--- config.mk ---
export PLATFORM = sky130hd
export DESIGN_NAME = utf8_display_width
export DESIGN_NICKNAME = d
export VERILOG_FILES = /design/src/rtl/core/u8dw_pkg.sv /design/src/rtl/core/u8dw_in_stage.sv /design/src/rtl/core/u8dw_scan.sv /design/src/rtl/core/utf8_display_width.sv
export SDC_FILE = /design/constraint.sdc
export NUM_CORES = 1
export LEC_CHECK = 0
export BUFFER_PORTS_ARGS = -buffer_cell sky130_fd_sc_hd__buf_2
export CAP_MARGIN = 15
export CORE_ASPECT_RATIO = 1.5
export CORE_MARGIN = 1.5
export CORE_UTILIZATION = 50
export CTS_BUF_LIST = sky130_fd_sc_hd__clkbuf_4 sky130_fd_sc_hd__clkbuf_8 sky130_fd_sc_hd__clkbuf_16
export DETAILED_ROUTE_END_ITERATION = 7
export HOLD_SLACK_MARGIN = 0.03
export PLACE_DENSITY = 0.69
export SLEW_MARGIN = 20
export SYNTH_ARGS = -nofsm -noshare
export SYNTH_HDL_FRONTEND = slang
export SYNTH_HIERARCHICAL = 1
export SYNTH_SLANG_ARGS = --single-unit
--- constraint.sdc ---
create_clock -name clk -period 4.5 [get_ports clk]
set_clock_uncertainty 0.2 [all_clocks]
set_input_delay 0.225 -clock clk [delete_from_list [all_inputs] [get_ports clk]]
set_output_delay 0.225 -clock clk [all_outputs]
set_load 0.01 [all_outputs]
--- src/rtl/core/u8dw_pkg.sv ---
`timescale 1ns / 1ps

package u8dw_pkg;

  typedef struct packed {
    logic [7:0] text_byte;
    logic       end_of_text;
  } byte_req_t;

  localparam logic [2:0] LEAD2_TAG = 3'b110;
  localparam logic [3:0] LEAD3_TAG = 4'b1110;
  localparam logic [4:0] LEAD4_TAG = 5'b11110;

  localparam logic [2:0] SEQ_NONE = 3'd0;
  localparam logic [2:0] SEQ_TWO  = 3'd2;
  localparam logic [2:0] SEQ_THREE = 3'd3;
  localparam logic [2:0] SEQ_FOUR = 3'd4;

  function automatic logic is_wide(input logic [20:0] cp);
    is_wide = cp inside {[21'h01100 : 21'h0115F], [21'h02E80 : 21'h0A4CF],
                         [21'h0AC00 : 21'h0D7A3], [21'h0F900 : 21'h0FAFF],
                         [21'h0FE30 : 21'h0FE6F], [21'h0FF00 : 21'h0FF60],
                         [21'h0FFE0 : 21'h0FFE6], [21'h20000 : 21'h3FFFD]};
  endfunction

endpackage

--- src/rtl/core/u8dw_in_stage.sv ---
`timescale 1ns / 1ps

module u8dw_in_stage (
  input  logic                clk,
  input  logic                rst_n,
  input  logic                in_valid,
  output logic                in_stall,
  input  logic [7:0]          in_text_byte,
  input  logic                in_end_of_text,
  input  logic                out_free,
  output logic                req_take,
  output u8dw_pkg::byte_req_t req
);

  logic                s1_valid_r, s1_valid_nxt;
  u8dw_pkg::byte_req_t s1_req_r;
  logic                accept;

  assign req_take = s1_valid_r && (!s1_req_r.end_of_text || out_free);
  assign in_stall = s1_valid_r && !req_take;
  assign accept   = in_valid && !in_stall;
  assign req      = s1_req_r;

  always_comb begin
    s1_valid_nxt = s1_valid_r;
    if (accept) begin
      s1_valid_nxt = 1'b1;
    end else if (req_take) begin
      s1_valid_nxt = 1'b0;
    end
  end

  always_ff @(posedge clk) begin
    if (!rst_n) begin
      s1_valid_r <= 1'b0;
    end else begin
      s1_valid_r <= s1_valid_nxt;
    end
  end

  always_ff @(posedge clk) begin
    if (accept) begin
      s1_req_r.text_byte   <= in_text_byte;
      s1_req_r.end_of_text <= in_end_of_text;
    end
  end

endmodule

--- src/rtl/core/u8dw_scan.sv ---
`timescale 1ns / 1ps

module u8dw_scan #(
  parameter int WIDTH_BITS = 16
) (
  input  logic                clk,
  input  logic                rst_n,
  input  logic                req_take,
  input  u8dw_pkg::byte_req_t req,
  output logic                out_free,
  output logic                out_valid,
  input  logic                out_stall,
  output logic [15:0]         out_total_width
);

  logic [20:0]           code_accum_r, code_accum_nxt;
  logic [1:0]            bytes_held_r, bytes_held_nxt;
  logic [2:0]            seq_length_r, seq_length_nxt;
  logic                  second_lead_r, second_lead_nxt;
  logic [WIDTH_BITS-1:0] running_r, running_nxt;
  logic                  out_valid_r, out_valid_nxt;
  logic [15:0]           total_r;

  logic [7:0]            b;
  logic [20:0]           acc_shift;
  logic [2:0]            held_inc;
  logic [1:0]            after;
  logic [1:0]            add_amt;
  logic [WIDTH_BITS:0]   sum;
  logic [WIDTH_BITS-1:0] sat;
  logic [WIDTH_BITS+15:0] sat_ext;

  assign b         = req.text_byte;
  assign acc_shift = {code_accum_r[14:0], b[5:0]};
  assign held_inc  = {1'b0, bytes_held_r} + 3'd1;
  assign out_free  = !out_valid_r || !out_stall;

  always_comb begin
    code_accum_nxt  = code_accum_r;
    bytes_held_nxt  = bytes_held_r;
    seq_length_nxt  = seq_length_r;
    second_lead_nxt = second_lead_r;
    add_amt         = 2'd0;
    after           = 2'd0;

    if (seq_length_r == u8dw_pkg::SEQ_NONE) begin
      if (!b[7]) begin
        add_amt = 2'd1;
      end else if (b[7:5] == u8dw_pkg::LEAD2_TAG) begin
        seq_length_nxt = u8dw_pkg::SEQ_TWO;
        bytes_held_nxt = 2'd1;
        code_accum_nxt = {16'd0, b[4:0]};
      end else if (b[7:4] == u8dw_pkg::LEAD3_TAG) begin
        seq_length_nxt = u8dw_pkg::SEQ_THREE;
        bytes_held_nxt = 2'd1;
        code_accum_nxt = {17'd0, b[3:0]};
      end else if (b[7:3] == u8dw_pkg::LEAD4_TAG) begin
        seq_length_nxt = u8dw_pkg::SEQ_FOUR;
        bytes_held_nxt = 2'd1;
        code_accum_nxt = {18'd0, b[2:0]};
      end else begin
        add_amt = 2'd1;
      end
    end else begin
      code_accum_nxt = acc_shift;
      if (held_inc == 3'd2) begin
        second_lead_nxt = (b[7:5] == u8dw_pkg::LEAD2_TAG);
      end
      if (held_inc >= seq_length_r) begin
        add_amt         = u8dw_pkg::is_wide(acc_shift) ? 2'd2 : 2'd1;
        code_accum_nxt  = '0;
        bytes_held_nxt  = '0;
        seq_length_nxt  = u8dw_pkg::SEQ_NONE;
        second_lead_nxt = 1'b0;
      end else begin
        bytes_held_nxt = held_inc[1:0];
      end
    end

    // a sequence cut short: lead counts 1, the rest is rescanned
    if (req.end_of_text && seq_length_nxt != u8dw_pkg::SEQ_NONE) begin
      after = bytes_held_nxt - 2'd1;
      case (after)
        2'd0:    add_amt = 2'd1;
        2'd1:    add_amt = 2'd2;
        default: add_amt = second_lead_nxt ? 2'd2 : 2'd3;
      endcase
    end
  end

  assign sum     = {1'b0, running_r} + {{(WIDTH_BITS-1){1'b0}}, add_amt};
  assign sat     = sum[WIDTH_BITS] ? {WIDTH_BITS{1'b1}} : sum[WIDTH_BITS-1:0];
  assign sat_ext = {16'd0, sat};

  always_comb begin
    running_nxt   = running_r;
    out_valid_nxt = out_valid_r && out_stall;
    if (req_take) begin
      running_nxt = sat;
      if (req.end_of_text) begin
        running_nxt   = '0;
        out_valid_nxt = 1'b1;
      end
    end
  end

  always_ff @(posedge clk) begin
    if (!rst_n) begin
      code_accum_r  <= '0;
      bytes_held_r  <= '0;
      seq_length_r  <= u8dw_pkg::SEQ_NONE;
      second_lead_r <= 1'b0;
      running_r     <= '0;
      out_valid_r   <= 1'b0;
    end else begin
      out_valid_r <= out_valid_nxt;
      running_r   <= running_nxt;
      if (req_take) begin
        if (req.end_of_text) begin
          code_accum_r  <= '0;
          bytes_held_r  <= '0;
          seq_length_r  <= u8dw_pkg::SEQ_NONE;
          second_lead_r <= 1'b0;
        end else begin
          code_accum_r  <= code_accum_nxt;
          bytes_held_r  <= bytes_held_nxt;
          seq_length_r  <= seq_length_nxt;
          second_lead_r <= second_lead_nxt;
        end
      end
    end
  end

  always_ff @(posedge clk) begin
    if (req_take && req.end_of_text) begin
      total_r <= sat_ext[15:0];
    end
  end

  assign out_valid       = out_valid_r;
  assign out_total_width = total_r;

endmodule

--- src/rtl/core/utf8_display_width.sv ---
`timescale 1ns / 1ps

// Terminal column width of a UTF-8 string.
// Input channel: one byte per request (in_text_byte) with in_end_of_text set
// on the final byte. A request is taken when in_valid is high and in_stall low.
// Result channel: one request per string carrying out_total_width, taken when
// out_valid is high and out_stall low. Nothing is sent for non-final bytes.
// Throughput: one byte per cycle, sustained, including across string ends,
// as long as the receiver keeps up; the per-byte decode and width add is a
// single register stage.
// Result path: the final byte sits in the input register, then scan/accumulate
// loads the result register and raises out_valid.
// The running count saturates at 2**WIDTH_BITS-1; the low 16 bits are sent.
// When the receiver stalls, the result holds; bytes of the next string keep
// flowing, and only a further final byte waits in the input register, which
// raises in_stall until the pending result is taken.
// Reset (rst_n low, synchronous) clears the decode state, the running count
// and both valid flags.
module utf8_display_width #(
  parameter int WIDTH_BITS = 16
) (
  input  logic        clk,
  input  logic        rst_n,
  input  logic        in_valid,
  output logic        in_stall,
  input  logic [7:0]  in_text_byte,
  input  logic        in_end_of_text,
  output logic        out_valid,
  input  logic        out_stall,
  output logic [15:0] out_total_width
);

  u8dw_pkg::byte_req_t req;
  logic                req_take;
  logic                out_free;

  u8dw_in_stage u_in (
    .clk            (clk),
    .rst_n          (rst_n),
    .in_valid       (in_valid),
    .in_stall       (in_stall),
    .in_text_byte   (in_text_byte),
    .in_end_of_text (in_end_of_text),
    .out_free       (out_free),
    .req_take       (req_take),
    .req            (req)
  );

  u8dw_scan #(
    .WIDTH_BITS (WIDTH_BITS)
  ) u_scan (
    .clk             (clk),
    .rst_n           (rst_n),
    .req_take        (req_take),
    .req             (req),
    .out_free        (out_free),
    .out_valid       (out_valid),
    .out_stall       (out_stall),
    .out_total_width (out_total_width)
  );

endmodule
==> metrics.md <==
| Metric | Value |
|---|---|
| Clk_lat worst skew | `0.34 ns` |
| Synth Warn # | `6` |
| Post-synthesis sequential area ratio | `42.9%` |
| Syn avg cell area | `9.36 um^2` |
| Setup Viol. Count Final | `0` |
| Syn nets | `403` |
| First-pass GRT wire length | `~14,000 um` |
| Peak Freq | `0.235 GHz` |
| Top FF cell, synth | `dfxtp_1` |
| Multi-input gate area | `between 1500 and 2000 um^2` |
| Dpl hpwl | `6200 um` |
| Routed via count | `3,109` |
| # clock sinks | `64` |
| Layout cells sized above 1 | `19.9%` |
| PD cells | `276 nW/um^2` |
| Rel. slew slack | `49.5%` |
| Top layer in use | `met4` |
| H-tree Lvls | `3` |
| Port bufs | `30` |
| Root buffer cell | `clkbuf_8` |
| Setup CP Type | `flop to flop` |
| Setup repair bufs after CTS | `0` |
| Max Cap Violations | `0` |
| Routed length per placed instance | `between 15 and 20 um` |
| Post-placement cell count | `roughly 480` |
| Vias in the first global route | `2,992` |
| CP Cell Sequence | `inv_1 -> ha_1 -> inv_1 -> ha_1 -> a21o_1 -> a211oi_2 -> o22ai_2 -> inv_1 -> ha_1 -> o2111a_1 -> a32oi_1 -> ha_2 -> fa_2 -> nand4_4 -> nor4_4 -> buf_4 -> and2b_2 -> nor3b_1 -> o21ai_1 -> and3b_1` |
| Synthesized cell area | `3570 um^2` |
| Fin. Hold Viols | `0` |
| Status | `finished clean` |
| All-Layer GR Usage | `24.5%` |
| Met1 wire length | `approximately 3400 um` |
| Total negative setup slack | `0 ns` |
| Critical Path End Type | `flop` |
| Initial Utilization | `51.7%` |
| DRT antenna net count | `0` |
| IR drop worst, VDD | `roughly 0.19 mV` |
| Delay-heaviest family, CP | `adder cells` |
| Starting DRT DRC Count | `184` |
| Max Root-Sink Buffers | `2` |
| Critical Path Source Type | `flop` |
| I/O pin total | `31` |
| CP max FO | `7` |
| Fin nets | `444` |
| Fillers | `587` |
| P_leak | `1.67 nW` |
| Slew Limit Fails | `0` |
| Sequential cell area | `1530 um^2` |
| Post-DR vias/cell | `~6` |
| Worst-margin pin slew | `between 0.7 and 0.8 ns` |
| WL met2 | `5000 um` |
| Crit-path slowest cell | `dfxtp_1` |
| CP max stage delay | `between 0.3 and 0.4 ns` |
| Crit path DAT | `4.34 ns` |
| Global route overflow | `0` |
| Area growth, synth to finish | `14.6%` |
| Worst path required time | `around 4.6 ns` |
| DIE WIDTH | `between 70 and 80 um` |
| N_diodes | `0` |
| Mapped Cells | `381` |
| DR WL met3 | `308 um` |
| 1st-pass router iterations | `4` |
| Yosys cell types | `69` |
| Initial antenna violation count | `0` |
| Hold Path Class | `flop to flop` |
| Total power | `0.00113 W` |
| Row count | `37` |
| Pin count of the biggest net entering global routing | `29` |
| TritonCTS buffer count | `9` |
| Placer Congestion | `0.941` |
| # DRC | `0` |
| DIE AREA | `7660 um^2` |
| Core ar. | `around 7000 um^2` |
| CTS tree | `done` |
| Buf/Inv on CP | `4` |
| Number of synthesized flops with an enable pin | `25` |
| Final std cells w/o fill | `505` |
| Asr flop ratio synth | `0%` |
| Number of synthesized register bits | `64` |
| Worst-path clk slew | `0.06 ns` |
| Period utilization | `roughly 95%` |
| DRT Wirelength | `roughly 9000 um` |
| Tmin final | `4.26 ns` |
| Die H | `approximately 110 um` |
## report_power, final
| group | internal [W] | switching, W | leakage, nW | total, W |
|---|---|---|---|---|
| Clock | 0.000205 | 0.000213 | 0.0827 | 0.000419 |
| Combinational | 0.0000369 | 0.0000518 | 1.01 | 0.0000887 |
| Sequential | 0.000611 | 0.00000921 | 0.575 | 0.000620 |
## cell families after synthesis
| logic type | count (synthesis) | synth area share, % |
|---|---|---|
| simple gates | 135 | 21.1 |
| compound gates | 118 | 23.1 |
| flops | 64 | 42.9 |
| buf+inv | 43 | 6.60 |
| xor+xnor | 11 | 2.70 |
| fa+ha+maj | 9 | 3.37 |
| mux | 1 | 0.281 |
## per-stage QoR
step                utilization [%]  cell area (um^2)  hold WS, ns  worst slack, ns
CTS                            58.8              4060        0.280           0.0738
global placement               54.5              3760        0.203            0.259
global route                   59.2              4090        0.294          -0.0822
floorplan                         -              3570        0.124            0.331
finish                         59.2              4090        0.279            0.240
detailed placement             54.5              3760        0.204            0.111
## Yosys cell counts, types with 4 or more instances
master	n	area share, %
buf_4	4	0.84
dfxtp_1	39	22
a41o_1	4	1.1
a21oi_1	31	4.4
clkbuf_1	10	1.1
nand4_1	6	1.1
edfxtp_1	25	21
buf_2	9	1.3
nand2b_1	9	1.6
inv_1	11	1.2
nor2b_1	4	0.70
o22ai_1	4	0.70
a31o_1	4	0.98
buf_6	5	1.6
a31oi_1	5	0.88
o21a_1	5	1.1
a211oi_1	8	1.7
a21o_1	7	1.5
nor3_1	8	1.1
xnor2_1	8	2.0
a22oi_1	11	2.3
ha_1	8	2.8
nand3_1	10	1.4
nand2_1	36	3.8
nor2_1	27	2.8
o21ai_0	11	1.5
## what timing repair did
| action | CTS | global route |
|---|---|---|
| setup endpoints to repair | 0 | 19 |
| hold buffers | 13 | 0 |
| endpoints found under the hold margin | 13 | 0 |
| gates resized for setup | 0 | 10 |
## area by class of cell
| type | instances | share of cell area (%) |
|---|---|---|
| tap | 78 | 2.39 |
| sequential | 64 | 37.5 |
| multi-input combinational | 274 | 44.8 |
| clock buffer | 11 | 3.40 |
| clock inverter | 5 | 0.582 |
| inverter | 12 | 1.10 |
| timing repair buffer | 61 | 10.2 |
## state kept, by name (all words and copies together), names as in the netlist
| name | count |
|---|---|
| u_in/req | 9 |
| u_scan/code_accum_r | 15 |
| u_scan/seq_length_r | 3 |
| u_in/s1_valid_r | 1 |
| u_scan/bytes_held_r | 2 |
| u_scan/second_lead_r | 1 |
| u_scan/running_r | 16 |
| u_scan/out_total_width | 16 |
| u_scan/out_valid | 1 |
## routing by layer
layer | track usage (%) | up-vias
li1 | - | 1503
met1 | 26.9 | 1508
met2 | 44.2 | 79
met3 | 4.36 | 19
met4 | 12.3 | 0
met5 | 0 | -
## cells in the final DEF, fill, tap and decap left out, types with 4 or more instances in the layout
master,instances
o21a_1,5
o21ai_0,10
a211oi_1,7
a21oi_1,30
a31oi_1,5
a31o_1,4
dlygate4sd3_1,13
nand2_1,36
nand3_1,10
a41o_1,4
nand2b_1,9
clkbuf_8,9
edfxtp_1,25
a21o_1,7
xnor2_1,8
inv_1,11
ha_1,7
buf_4,18
a22oi_1,11
nor3_1,8
dfxtp_1,38
nor2_1,27
buf_2,30
nand4_1,6
## worst register-to-register path: stages, from the launching register on
cell and delay [ns]:
dfxtp_1 0.33, inv_1 0.07, ha_1 0.27, inv_1 0.06
ha_1 0.27, a21o_1 0.21, a211oi_2 0.28, o22ai_2 0.14
inv_1 0.07, ha_1 0.24, o2111a_1 0.24, a32oi_1 0.16
ha_2 0.23, fa_2 0.23, nand4_4 0.14, nor4_4 0.25
buf_4 0.21, and2b_2 0.21, nor3b_1 0.08, o21ai_1 0.14
and3b_1 0.17
## path summary, 6_finish.rpt
path / from / to / slack (ns) / cells after the start
worst min-delay path: u_scan/running_r[0]$_SDFFE_PN0P_ / u_scan/running_r[0]$_SDFFE_PN0P_ / 0.28 / 2
worst max register to register: u_scan/bytes_held_r[1]$_SDFFE_PN0P_ / u_scan/running_r[9]$_SDFFE_PN0P_ / 0.24 / 20
worst max-delay path: u_scan/bytes_held_r[1]$_SDFFE_PN0P_ / u_scan/running_r[9]$_SDFFE_PN0P_ / 0.24 / 20
worst min register to register: u_scan/running_r[0]$_SDFFE_PN0P_ / u_scan/running_r[0]$_SDFFE_PN0P_ / 0.28 / 2
(Power assumes the default switching activity.)
